==> src/rtl/hmq_pkg.sv <==
// Shared types and codes for the binary min-heap queue unit.
`default_nettype none

package hmq_pkg;

  // Operation codes on the input channel
  localparam logic OP_PUSH = 1'b0;
  localparam logic OP_POP  = 1'b1;

  // Result status codes
  localparam logic [1:0] ST_DONE  = 2'd0;
  localparam logic [1:0] ST_FULL  = 2'd1;
  localparam logic [1:0] ST_EMPTY = 2'd2;

  // Width of the reported entry count
  localparam int COUNT_W = 11;

  // One heap entry: key in the upper half, payload in the lower half
  typedef struct packed {
    logic signed [31:0] key;
    logic [31:0]        payload;
  } entry_t;

  // Request handed from the port to the sequencer
  typedef struct packed {
    logic   op;
    entry_t ent;
  } req_t;

  // Result handed from the sequencer to the output register
  typedef struct packed {
    entry_t               popped;
    entry_t               top;
    logic [COUNT_W-1:0]   count;
    logic [1:0]           status;
  } res_t;

endpackage

`default_nettype wire

==> src/rtl/hmq_ctrl.sv <==
// Heap sequencer: sift-up and sift-down over one shared key comparator.
`default_nettype none

module hmq_ctrl #(
  parameter int CAPACITY = 1024
) (
  input  wire logic              clk,
  input  wire logic              rst_n,
  input  wire logic              req_valid,
  output logic                   req_ready,
  input  wire hmq_pkg::req_t     req,
  output logic                   res_valid,
  input  wire logic              res_ready,
  output hmq_pkg::res_t          res,
  // memory port
  output logic                          mem_we,
  output logic [$clog2(CAPACITY)-1:0]   mem_waddr,
  output hmq_pkg::entry_t               mem_wdata,
  output logic [$clog2(CAPACITY)-1:0]   mem_raddr,
  input  wire hmq_pkg::entry_t          mem_rdata
);

  localparam int AW = $clog2(CAPACITY);
  localparam int CW = $clog2(CAPACITY + 1);
  localparam int IW = AW + 2;
  localparam int EW = (CW > hmq_pkg::COUNT_W) ? CW : hmq_pkg::COUNT_W;

  typedef enum logic [9:0] {
    S_IDLE    = 10'b00_0000_0001,
    S_UP_RD   = 10'b00_0000_0010,
    S_UP_CMP  = 10'b00_0000_0100,
    S_FIN     = 10'b00_0000_1000,
    S_DN_LAST = 10'b00_0001_0000,
    S_DN_RDL  = 10'b00_0010_0000,
    S_DN_RDR  = 10'b00_0100_0000,
    S_DN_CMP  = 10'b00_1000_0000,
    S_DN_SEL  = 10'b01_0000_0000,
    S_DONE    = 10'b10_0000_0000
  } state_t;

  state_t            state_r, state_nxt;
  logic [AW-1:0]     pos_r, pos_nxt;
  logic [AW-1:0]     cidx_r, cidx_nxt;
  logic [CW-1:0]     cnt_r, cnt_nxt;
  hmq_pkg::entry_t   cur_r, cur_nxt;
  hmq_pkg::entry_t   child_r, child_nxt;
  hmq_pkg::entry_t   popped_r, popped_nxt;
  hmq_pkg::entry_t   top_r;
  logic [1:0]        status_r, status_nxt;

  logic [IW-1:0]     left_w, right_w, cnt_w;
  logic [AW-1:0]     parent_w;
  logic [CW-1:0]     cnt_dec_w;
  logic [EW-1:0]     cnt_ext_w;

  // Shared comparator: a <= b on signed keys
  logic signed [31:0] cmp_a, cmp_b;
  logic               cmp_le;

  // Tree index arithmetic
  assign left_w    = {1'b0, pos_r, 1'b1};
  assign right_w   = left_w + IW'(1);
  assign cnt_w     = IW'(cnt_r);
  assign parent_w  = (pos_r - AW'(1)) >> 1;
  assign cnt_dec_w = cnt_r - CW'(1);
  assign cnt_ext_w = EW'(cnt_r);

  // Operand select for the comparator
  always_comb begin
    cmp_a = cur_r.key;
    cmp_b = child_r.key;
    case (state_r)
      S_UP_CMP: begin
        cmp_a = mem_rdata.key;
        cmp_b = cur_r.key;
      end
      S_DN_CMP: begin
        cmp_a = child_r.key;
        cmp_b = mem_rdata.key;
      end
      default: begin
        cmp_a = cur_r.key;
        cmp_b = child_r.key;
      end
    endcase
  end

  assign cmp_le = (cmp_a <= cmp_b);

  // Sequencer
  always_comb begin
    state_nxt  = state_r;
    pos_nxt    = pos_r;
    cidx_nxt   = cidx_r;
    cnt_nxt    = cnt_r;
    cur_nxt    = cur_r;
    child_nxt  = child_r;
    popped_nxt = popped_r;
    status_nxt = status_r;
    mem_we     = 1'b0;
    mem_waddr  = pos_r;
    mem_wdata  = cur_r;
    mem_raddr  = parent_w;

    case (state_r)
      S_IDLE: begin
        if (req_valid) begin
          popped_nxt = '0;
          status_nxt = hmq_pkg::ST_DONE;
          if (req.op == hmq_pkg::OP_PUSH) begin
            if (cnt_r == CW'(CAPACITY)) begin
              status_nxt = hmq_pkg::ST_FULL;
              state_nxt  = S_DONE;
            end else begin
              pos_nxt   = cnt_r[AW-1:0];
              cnt_nxt   = cnt_r + CW'(1);
              cur_nxt   = req.ent;
              state_nxt = (cnt_r == '0) ? S_FIN : S_UP_RD;
            end
          end else begin
            if (cnt_r == '0) begin
              status_nxt = hmq_pkg::ST_EMPTY;
              state_nxt  = S_DONE;
            end else begin
              popped_nxt = top_r;
              cnt_nxt    = cnt_dec_w;
              // fetch the last entry
              mem_raddr  = cnt_dec_w[AW-1:0];
              state_nxt  = (cnt_dec_w == '0) ? S_DONE : S_DN_LAST;
            end
          end
        end
      end

      S_UP_RD: begin
        mem_raddr = parent_w;
        state_nxt = S_UP_CMP;
      end

      S_UP_CMP: begin
        mem_we = 1'b1;
        if (!cmp_le) begin
          // new key strictly below parent: parent moves down
          mem_wdata = mem_rdata;
          pos_nxt   = parent_w;
          state_nxt = (parent_w == '0) ? S_FIN : S_UP_RD;
        end else begin
          state_nxt = S_DONE;
        end
      end

      S_FIN: begin
        mem_we    = 1'b1;
        state_nxt = S_DONE;
      end

      S_DN_LAST: begin
        cur_nxt   = mem_rdata;
        pos_nxt   = '0;
        state_nxt = S_DN_RDL;
      end

      S_DN_RDL: begin
        if (left_w >= cnt_w) begin
          state_nxt = S_FIN;
        end else begin
          mem_raddr = left_w[AW-1:0];
          state_nxt = S_DN_RDR;
        end
      end

      S_DN_RDR: begin
        child_nxt = mem_rdata;
        cidx_nxt  = left_w[AW-1:0];
        if (right_w < cnt_w) begin
          mem_raddr = right_w[AW-1:0];
          state_nxt = S_DN_CMP;
        end else begin
          state_nxt = S_DN_SEL;
        end
      end

      S_DN_CMP: begin
        // keep left on a tie, take right only when strictly smaller
        if (!cmp_le) begin
          child_nxt = mem_rdata;
          cidx_nxt  = right_w[AW-1:0];
        end
        state_nxt = S_DN_SEL;
      end

      S_DN_SEL: begin
        mem_we = 1'b1;
        if (cmp_le) begin
          state_nxt = S_DONE;
        end else begin
          mem_wdata = child_r;
          pos_nxt   = cidx_r;
          state_nxt = S_DN_RDL;
        end
      end

      S_DONE: begin
        if (res_ready) begin
          state_nxt = S_IDLE;
        end
      end

      default: begin
        state_nxt = S_IDLE;
      end
    endcase
  end

  // Control state
  always_ff @(posedge clk) begin
    if (!rst_n) begin
      state_r <= S_IDLE;
      cnt_r   <= '0;
    end else begin
      state_r <= state_nxt;
      cnt_r   <= cnt_nxt;
    end
  end

  // Datapath registers
  always_ff @(posedge clk) begin
    pos_r    <= pos_nxt;
    cidx_r   <= cidx_nxt;
    cur_r    <= cur_nxt;
    child_r  <= child_nxt;
    popped_r <= popped_nxt;
    status_r <= status_nxt;
    // shadow copy of the root entry
    if (mem_we && mem_waddr == '0) begin
      top_r <= mem_wdata;
    end
  end

  assign req_ready  = (state_r == S_IDLE);
  assign res_valid  = (state_r == S_DONE);
  assign res.popped = popped_r;
  assign res.top    = (cnt_r != '0) ? top_r : '0;
  assign res.count  = cnt_ext_w[hmq_pkg::COUNT_W-1:0];
  assign res.status = status_r;

  // Checks
  a_cnt_bound: assert property (@(posedge clk) disable iff (!rst_n)
    cnt_r <= CW'(CAPACITY))
    else $error("entry count above capacity");

  a_write_in_range: assert property (@(posedge clk) disable iff (!rst_n)
    mem_we |-> (CW'(mem_waddr) < cnt_r))
    else $error("heap write beyond held entries");

  a_full_status: assert property (@(posedge clk) disable iff (!rst_n)
    (res_valid && res.status == hmq_pkg::ST_FULL) |-> (cnt_r == CW'(CAPACITY)))
    else $error("full status while heap not full");

  a_empty_status: assert property (@(posedge clk) disable iff (!rst_n)
    (res_valid && res.status == hmq_pkg::ST_EMPTY) |-> (cnt_r == '0))
    else $error("empty status while heap holds entries");

  a_done_release: assert property (@(posedge clk) disable iff (!rst_n)
    (res_valid && res_ready) |=> req_ready)
    else $error("sequencer did not return to idle after result");

endmodule

`default_nettype wire

==> config.mk <==
export PLATFORM = sky130hd
export DESIGN_NAME = hmq_ctrl
export DESIGN_NICKNAME = d
export VERILOG_FILES = /design/src/rtl/hmq_pkg.sv /design/src/rtl/hmq_ctrl.sv
export SDC_FILE = /design/constraint.sdc
export NUM_CORES = 1
export LEC_CHECK = 0
export ABC_AREA = 0
export CORE_MARGIN = 1
export CORE_UTILIZATION = 51
export DETAILED_ROUTE_END_ITERATION = 6
export DONT_BUFFER_PORTS = 1
export PLACE_DENSITY = 0.68
export SLEW_MARGIN = 20
export SYNTH_ARGS = -nofsm -noshare
export SYNTH_HDL_FRONTEND = slang
export SYNTH_SLANG_ARGS = --single-unit
==> constraint.sdc <==
create_clock -name clk -period 11.8 [get_ports clk]
set_input_delay 0.59 -clock clk [delete_from_list [all_inputs] [get_ports clk]]
set_output_delay 0.59 -clock clk [all_outputs]
set_load 0.1 [all_outputs]
==> results.rst, run 1 <==
.. list-table::
   :header-rows: 1

   * - Metric
     - Value
   * - Total of fill cells in the finished design
     - 2484
   * - Cell taking the most area after synthesis
     - sky130_fd_sc_hd__edfxtp_1
   * - Final global-route overflow total
     - 0
   * - Chip height
     - 180.0 um
   * - Worst-path clk slew
     - 60 ps
   * - RSZ-0062 raised after global routing
     - no
   * - Largest net degree at the start of global routing
     - 93
   * - Async S/R FF share, synth
     - 0
   * - Launching instance or port of the critical path
     - state_r[6]
   * - Final number of hold-violating endpoints
     - 0
   * - Initial antenna violation count
     - 3
   * - Post-placement worst setup slack
     - 4232 ps
   * - Adder-cell share of the synthesized area
     - 0.04491
   * - Via count of the first global-routing pass
     - 11.16k
   * - Setup Viol. Count Final
     - 0
   * - IO Port Bufs
     - 0
   * - Mux share of post-synthesis cell area
     - 0.04522
   * - Synthesized area per cell
     - 11.77 um2
   * - Global routing met1 resource utilization
     - 0.3591
   * - Number of nets in the synthesized netlist
     - 1564
   * - Critical hold path startpoint
     - mem_rdata[47]
   * - Count of warnings emitted by yosys
     - 0
   * - Most frequent cells after synthesis
     - sky130_fd_sc_hd__edfxtp_1 (278), sky130_fd_sc_hd__a22o_1 (160), sky130_fd_sc_hd__nand2_1 (109)
   * - Number of post-CTS setup repair buffers
     - 0
   * - Layout net count
     - 1530
   * - Met2 usage
     - 0.4633
   * - Gr busiest metal
     - met2
   * - Area share of and/or/nand/nor cells after synthesis
     - 0.1368
   * - TritonCTS clock tree
     - done
   * - Crit Path Max Fanout
     - 71
   * - Drt via density
     - 6.616
   * - Nature of the critical path endpoint
     - output pin
   * - Final-report max-slew violation count
     - 0
   * - Maximum cell stage delay along the critical path
     - 920 ps
   * - First DRT Iteration DRCs
     - 1147
   * - Number of remaining DRC errors
     - 1
   * - H-tree Lvls
     - 2
   * - Post-route clock period utilization
     - 0.6870
   * - Post-CTS Hold Fix Bufs
     - 0
   * - Cell occurring most often along the worst timing path
     - sky130_fd_sc_hd__buf_4
   * - Clock skew after layout
     - 26.76 ps
   * - Category of the critical setup timing path
     - reg2out
   * - Io pins
     - 361
   * - First-pass iteration count of the detailed router
     - 7
   * - Wire length of the first global-routing pass
     - 69.91 mm
   * - Maximum clock frequency
     - 123.4 MHz
   * - Area delta synth->final
     - 10.55%
   * - Resized Gates After CTS
     - 0
   * - Die width
     - 180.0 um
   * - CTS Root Buffer Type
     - sky130_fd_sc_hd__clkbuf_16
   * - Aggregate negative setup slack
     - 0 ps
   * - Synthesized-area fraction occupied by ao, oa, aoi and oai cells
     - 0.1775
   * - Tightest Pin Transition
     - 1135 ps
   * - Maximum buffer depth of the clock tree
     - 3
   * - Total GRT Usage
     - 0.2797
   * - Final critical-path required period
     - 8106 ps
   * - Slew HR
     - 0.2430
   * - Proportion of netlist area held by the largest area contributor
     - 0.5166
   * - Critical-path cell with the highest stage delay
     - sky130_fd_sc_hd__a22o_1
   * - Number of antenna-violating nets in the routed design
     - 0
   * - Most common flop cell mapped by yosys
     - sky130_fd_sc_hd__edfxtp_1
   * - Post-route setup slack
     - 3694 ps
   * - Combinational family with the most area after synthesis
     - compound AO/OA/AOI/OAI gates
   * - Share of layout cells above drive strength 1
     - 0.1381
   * - GR Layer Usage met3
     - 0.07071
   * - Xor and xnor fraction of the mapped netlist area
     - 0.02006
   * - Number of register bits inferred by synthesis
     - 299
   * - Crit path required time
     - 11210 ps
   * - Startpoint of the worst register-to-register path
     - state_r[6]
   * - Total detailed-routing wirelength
     - 46.17 mm
   * - Most instantiated library cell after synthesis
     - sky130_fd_sc_hd__edfxtp_1
   * - Number of buffers created by CTS
     - 34
   * - Violations in the final reports
     - DRC
   * - Result of the run
     - finished with violations
   * - Area of the die
     - 32400 um2
   * - Average detailed-routed wire length per instance
     - 26.25 um
   * - Gpl congestion
     - 0.9422
   * - Worst min path class
     - in2reg
   * - Kind of launch point of the worst setup path
     - flip-flop
   * - Clk sinks
     - 299
   * - Post-DP HPWL
     - 30.82 mm
   * - Post-synthesis sequential area ratio
     - 0.5427
   * - Top cells by area, synth
     - sky130_fd_sc_hd__edfxtp_1 (52%), sky130_fd_sc_hd__a22o_1 (8.7%), sky130_fd_sc_hd__ha_1 (4.5%), sky130_fd_sc_hd__mux2_2 (4.5%), sky130_fd_sc_hd__and3_1 (2.7%)
   * - Max cap viols
     - 0
   * - Number of unique standard cell types used by synthesis
     - 79
   * - Effective utilization at floorplan
     - 0.5227
   * - Placeable core region
     - 30910 um2
   * - Std cell rows
     - 64
   * - Critical-path cell list
     - nor2_1, nand4_1, nor3b_4, buf_4, buf_4, a22o_1, a21oi_1, ha_1, nor2b_1, o211ai_1, a2111oi_0, o31ai_1, a31oi_1, a21oi_4, buf_4, o21ai_4, buf_4, a22o_1
   * - Cell count after synthesis
     - 1373
   * - Signal arrival time at the worst endpoint
     - 7520 ps
   * - Combined area of all synthesized cells
     - 16160 um2
   * - Clock insertion delay at the later pin of the skew report
     - 510 ps
   * - DR vias
     - 11.64k
   * - Number of flops mapped to enable cells by yosys
     - 278
-- final timing paths --
kind                        end  slack, ps  cells past startpoint
setup / recovery  mem_wdata[14]       3690                     18
hold / removal      child_r[47]        170                      0
setup reg to reg      top_r[14]       4440                     18
hold reg to reg    mem_waddr[9]        540                      2
-- metrics by stage --
| step | std cells | hold slack [ps] | instance area, um2 | util |
|---|---|---|---|---|
| finish | 1759 | 168.0 | 17860 | 0.5779 |
| floorplan | 1373 | 496.3 | 16160 | - |
| global placement | 1699 | 508.1 | 16720 | 0.5408 |
| detailed placement | 1699 | 530.1 | 16720 | 0.5408 |
| CTS | 1757 | 150.6 | 17860 | 0.5777 |
| global route | 1758 | 153.6 | 17860 | 0.5778 |
-- flip-flops by register name (all words and copies together), names as in the netlist --
register / count
child_r: 64
cidx_r: 10
cnt_ext_w: 11
cur_r: 64
mem_waddr: 10
res: 64
state_r: 10
status_r: 2
top_r: 64
-- cell families after synthesis --
group | Yosys count
AOI/OAI and AO/OA | 376
xor gates and xnor gates | 37
adders and majority gates | 58
buffers and inverters | 131
DFF | 299
muxes | 65
and+or+nand+nor | 407
-- layout make-up --
class,count,area (um2),area share
Timing Repair Buffer,39,410.4,0.02297
Tap cell,396,495.5,0.02774
Inverter,22,97.59,0.005463
Clock buffer,39,890.9,0.04987
Multi-Input combinational cell,943,6947,0.3889
Sequential cell,299,8768,0.4909
Clock inverter,19,249.0,0.01394
Antenna cell,2,5.005,0.0002802
-- layout by cell type, fill, tap and decap left out, types with 4 or more instances in the layout --
master,synthesis,routed
sky130_fd_sc_hd__edfxtp_1,278,278
sky130_fd_sc_hd__a22o_1,160,160
sky130_fd_sc_hd__nand2_1,109,109
sky130_fd_sc_hd__and3_1,71,71
sky130_fd_sc_hd__and2_1,68,68
sky130_fd_sc_hd__a21oi_1,64,64
sky130_fd_sc_hd__mux2_2,64,64
sky130_fd_sc_hd__ha_1,58,58
sky130_fd_sc_hd__nor2_1,56,55
sky130_fd_sc_hd__clkbuf_16,0,36
sky130_fd_sc_hd__a22oi_1,33,33
sky130_fd_sc_hd__buf_4,1,33
sky130_fd_sc_hd__xnor2_1,28,28
sky130_fd_sc_hd__o21ai_0,32,27
sky130_fd_sc_hd__dfxtp_1,21,21
sky130_fd_sc_hd__inv_1,19,19
sky130_fd_sc_hd__nor3_1,18,18
sky130_fd_sc_hd__nand3_1,17,17
sky130_fd_sc_hd__nand4_1,13,13
sky130_fd_sc_hd__a221o_1,11,11
sky130_fd_sc_hd__a31oi_1,10,10
sky130_fd_sc_hd__or3_1,10,10
sky130_fd_sc_hd__xor2_1,9,9
sky130_fd_sc_hd__nor2b_1,9,8
sky130_fd_sc_hd__o211ai_1,8,8
sky130_fd_sc_hd__clkinv_1,1,8
sky130_fd_sc_hd__a211oi_1,7,7
sky130_fd_sc_hd__o21a_1,7,7
sky130_fd_sc_hd__bufinv_16,0,6
sky130_fd_sc_hd__nor4_1,5,5
sky130_fd_sc_hd__a221oi_1,5,5
sky130_fd_sc_hd__buf_16,0,5
sky130_fd_sc_hd__nand2b_1,4,4
sky130_fd_sc_hd__a21o_1,5,4
sky130_fd_sc_hd__o31ai_1,4,4
sky130_fd_sc_hd__o21ai_2,0,4
sky130_fd_sc_hd__clkbuf_1,78,4
-- worst max-delay path, delay by kind of cell, from the launching register on --
| kind | cells | cell delay [ps] |
|---|---|---|
| flip-flops | 1 | 400 |
| adder cells (fa/ha/maj) | 1 | 300 |
| AO/OA/AOI/OAI | 9 | 2830 |
| AND/OR/NAND/NOR | 4 | 1040 |
| buffers and inverters | 4 | 2290 |
-- layer usage --
layer  vias to the layer above  wire length (um)
li1                       5235                 -
met1                      5728             18180
met2                       570             22440
met3                       101              4130
met4                         4              1404
met5                         -                20
Power of run 1 is not shown: default switching activity piles up to over one toggle a cycle in this logic, so the estimate is an artifact.
==> run 2, diff against run 1 <==
==> constraint.sdc (replaced) <==
create_clock -name clk -period 7.8 [get_ports clk]
set_input_delay 0.39 -clock clk [delete_from_list [all_inputs] [get_ports clk]]
set_output_delay 0.39 -clock clk [all_outputs]
set_load 0.1 [all_outputs]
==> run 2 against run 1 <==
Compared with the run above: the run now ends clean; first-iteration DRC count is 16% higher; sequential share of layout area is 1.3 points lower; global-route usage is 0.56 points higher; clock-buffer cell count is 5 lower; non-clock buffer count is 64 higher; die area stayed put; register-to-register slack worse by 2900 ps; highest routed layer is now met4; via count is 3.0% higher.
==> results.rst, run 2 (synthesized netlist as in run 1, its figures left out) <==
.. list-table::
   :header-rows: 1

   * - Metric
     - Value
   * - Total GRT Usage
     - 0.2853
   * - Setup Viol. Count Final
     - 0
   * - Initial antenna violation count
     - 2
   * - Clk sinks
     - 299
   * - Commonest non-fill, non-tap cell in the layout
     - sky130_fd_sc_hd__edfxtp_1
   * - Total detailed-routing wirelength
     - 46.93 mm
   * - Via count of the first global-routing pass
     - 11.64k
   * - Critical-path cell list
     - nor2_1, nand3_1, nor3_1, and3b_2, buf_4, a22o_1, a21oi_1, ha_1, nor2b_1, o211ai_1, a2111oi_0, o31ai_1, a31oi_1, a21oi_4, o21ai_4, buf_4, a22o_1
   * - Number of post-CTS setup repair buffers
     - 0
   * - Maximum buffer depth of the clock tree
     - 3
   * - Nature of the critical path endpoint
     - output pin
   * - Signal arrival time at the worst endpoint
     - 6500 ps
   * - Average detailed-routed wire length per instance
     - 25.80 um
   * - CP Capture Point
     - mem_wdata[39]
   * - First-pass iteration count of the detailed router
     - 7
   * - Met2 usage
     - 0.4753
   * - Category of the critical setup timing path
     - reg2out
   * - Kind of launch point of the worst setup path
     - flip-flop
   * - Worst min path class
     - in2reg
   * - Number of buffers created by CTS
     - 31
   * - Post-route clock period utilization
     - 0.8831
   * - Io pins
     - 361
   * - Effective utilization at floorplan
     - 0.5227
   * - Commonest cells after routing, fill and taps aside
     - sky130_fd_sc_hd__edfxtp_1 (278), sky130_fd_sc_hd__a22o_1 (160), sky130_fd_sc_hd__nand2_1 (109)
   * - Reg-to-reg slack, setup
     - 1530 ps
   * - Final-report max-slew violation count
     - 0
   * - RSZ-0062 raised after global routing
     - no
   * - Clock insertion delay at the later pin of the skew report
     - 570 ps
   * - CTS Root Buffer Type
     - sky130_fd_sc_hd__clkbuf_16
   * - Final global-route overflow total
     - 0
   * - Chip height
     - 180.0 um
   * - Maximum clock frequency
     - 145.2 MHz
   * - Clock skew after layout
     - 24.00 ps
   * - Worst-path clk slew
     - 60 ps
   * - IO Port Bufs
     - 0
   * - Final critical-path required period
     - 6889 ps
   * - H-tree Lvls
     - 1
   * - Result of the run
     - finished clean
   * - Launching instance or port of the critical path
     - state_r[6]
   * - Tightest Pin Transition
     - 1134 ps
   * - First DRT Iteration DRCs
     - 1329
   * - Std cell rows
     - 64
   * - Crit Reg-Reg Endpoint
     - top_r[39]
   * - GR Layer Usage met3
     - 0.05632
   * - Area delta synth->final
     - 13.52%
   * - Wire length of the first global-routing pass
     - 72.48 mm
   * - Drt via density
     - 6.589
   * - Largest net degree at the start of global routing
     - 132
   * - Startpoint of the worst register-to-register path
     - state_r[6]
   * - Maximum cell stage delay along the critical path
     - 900 ps
   * - Crit Path Max Fanout
     - 77
   * - Number of remaining DRC errors
     - 0
   * - Crit path required time
     - 7410 ps
   * - Critical-path cell with the highest stage delay
     - sky130_fd_sc_hd__a22o_1
   * - DR vias
     - 11.99k
   * - Slew HR
     - 0.2440
   * - Final number of hold-violating endpoints
     - 0
   * - Layout net count
     - 1591
   * - Gr busiest metal
     - met2
   * - Placeable core region
     - 30910 um2
   * - TritonCTS clock tree
     - done
   * - Number of antenna-violating nets in the routed design
     - 0
   * - Aggregate negative setup slack
     - 0 ps
   * - Share of layout cells above drive strength 1
     - 0.1273
   * - Gpl congestion
     - 0.9490
   * - Area of the die
     - 32400 um2
   * - Post-DP HPWL
     - 30.20 mm
   * - Global routing met1 resource utilization
     - 0.3778
   * - Max cap viols
     - 0
   * - Die width
     - 180.0 um
   * - Number of cells traversed by the worst register-to-register path
     - 17
run 2: changes by cell type in the layout (fill, tap and decap cells not counted), moves of 2 or more:
cell / delta
sky130_fd_sc_hd__buf_4: -2
sky130_fd_sc_hd__dlygate4sd3_1: +65
sky130_fd_sc_hd__bufinv_16: -3
sky130_fd_sc_hd__clkbuf_16: -4
sky130_fd_sc_hd__clkinv_1: +4
run 2: timing repair:
item / in CTS / in global routing
gates resized for setup: 0 / 0
endpoints found under the hold margin: 75 / 0
hold buffers: 65 / 0
run 2: routing by layer:
layer | up-vias | part of all wire
met1 | 5926 | 0.41
met5 | - | 0
met4 | 0 | 0.030
met3 | 100 | 0.083
li1 | 5359 | -
met2 | 600 | 0.47
run 2: how the worst min path moves through the flow:
stage	startpoint	endpoint	slack [ps]	depth (start not counted)
3_5_place_dp	rst_n	state_r[0]	480	1
6_report	mem_rdata[46]	cur_r[46]	30	1
3_3_place_gp	rst_n	state_r[0]	480	1
2_1_floorplan	mem_rdata[0]	child_r[0]	490	0
4_1_cts	mem_rdata[41]	cur_r[41]	9	1
5_1_grt	mem_rdata[46]	cur_r[46]	20	1
run 2: cell type report:
class                   count  area (um2)
inverters                  22       97.59
repair buffers            103        1066
clock inverters            21       180.2
fillers                  2462       12570
clock buffers              34       787.0
well taps                 396       495.5
multi-input cells         943        6945
diodes                      1       2.502
flip-flops and latches    299        8768
run 2: critical path: cells and delay by family, from the launching register on:
kind	cells	cell delay, ps
AO/OA/AOI/OAI	9	2870
adder cells (fa/ha/maj)	1	300
buffers and inverters	2	1200
flip-flops	1	400
AND/OR/NAND/NOR	5	1060
run 2: per-stage QoR:
stage	instance area, um2	cells	hold slack (ps)	worst slack [ps]	util
3_3_place_gp	16720	1698	475.3	1733	0.5410
4_1_cts	18340	1818	8.910	896.2	0.5933
6_report	18340	1819	34.55	911.4	0.5934
2_1_floorplan	16160	1373	488.9	1719	-
5_1_grt	18340	1819	22.25	334.9	0.5934
3_5_place_dp	16720	1698	478.1	1540	0.5410
Power of run 2 is left out for the same reason.
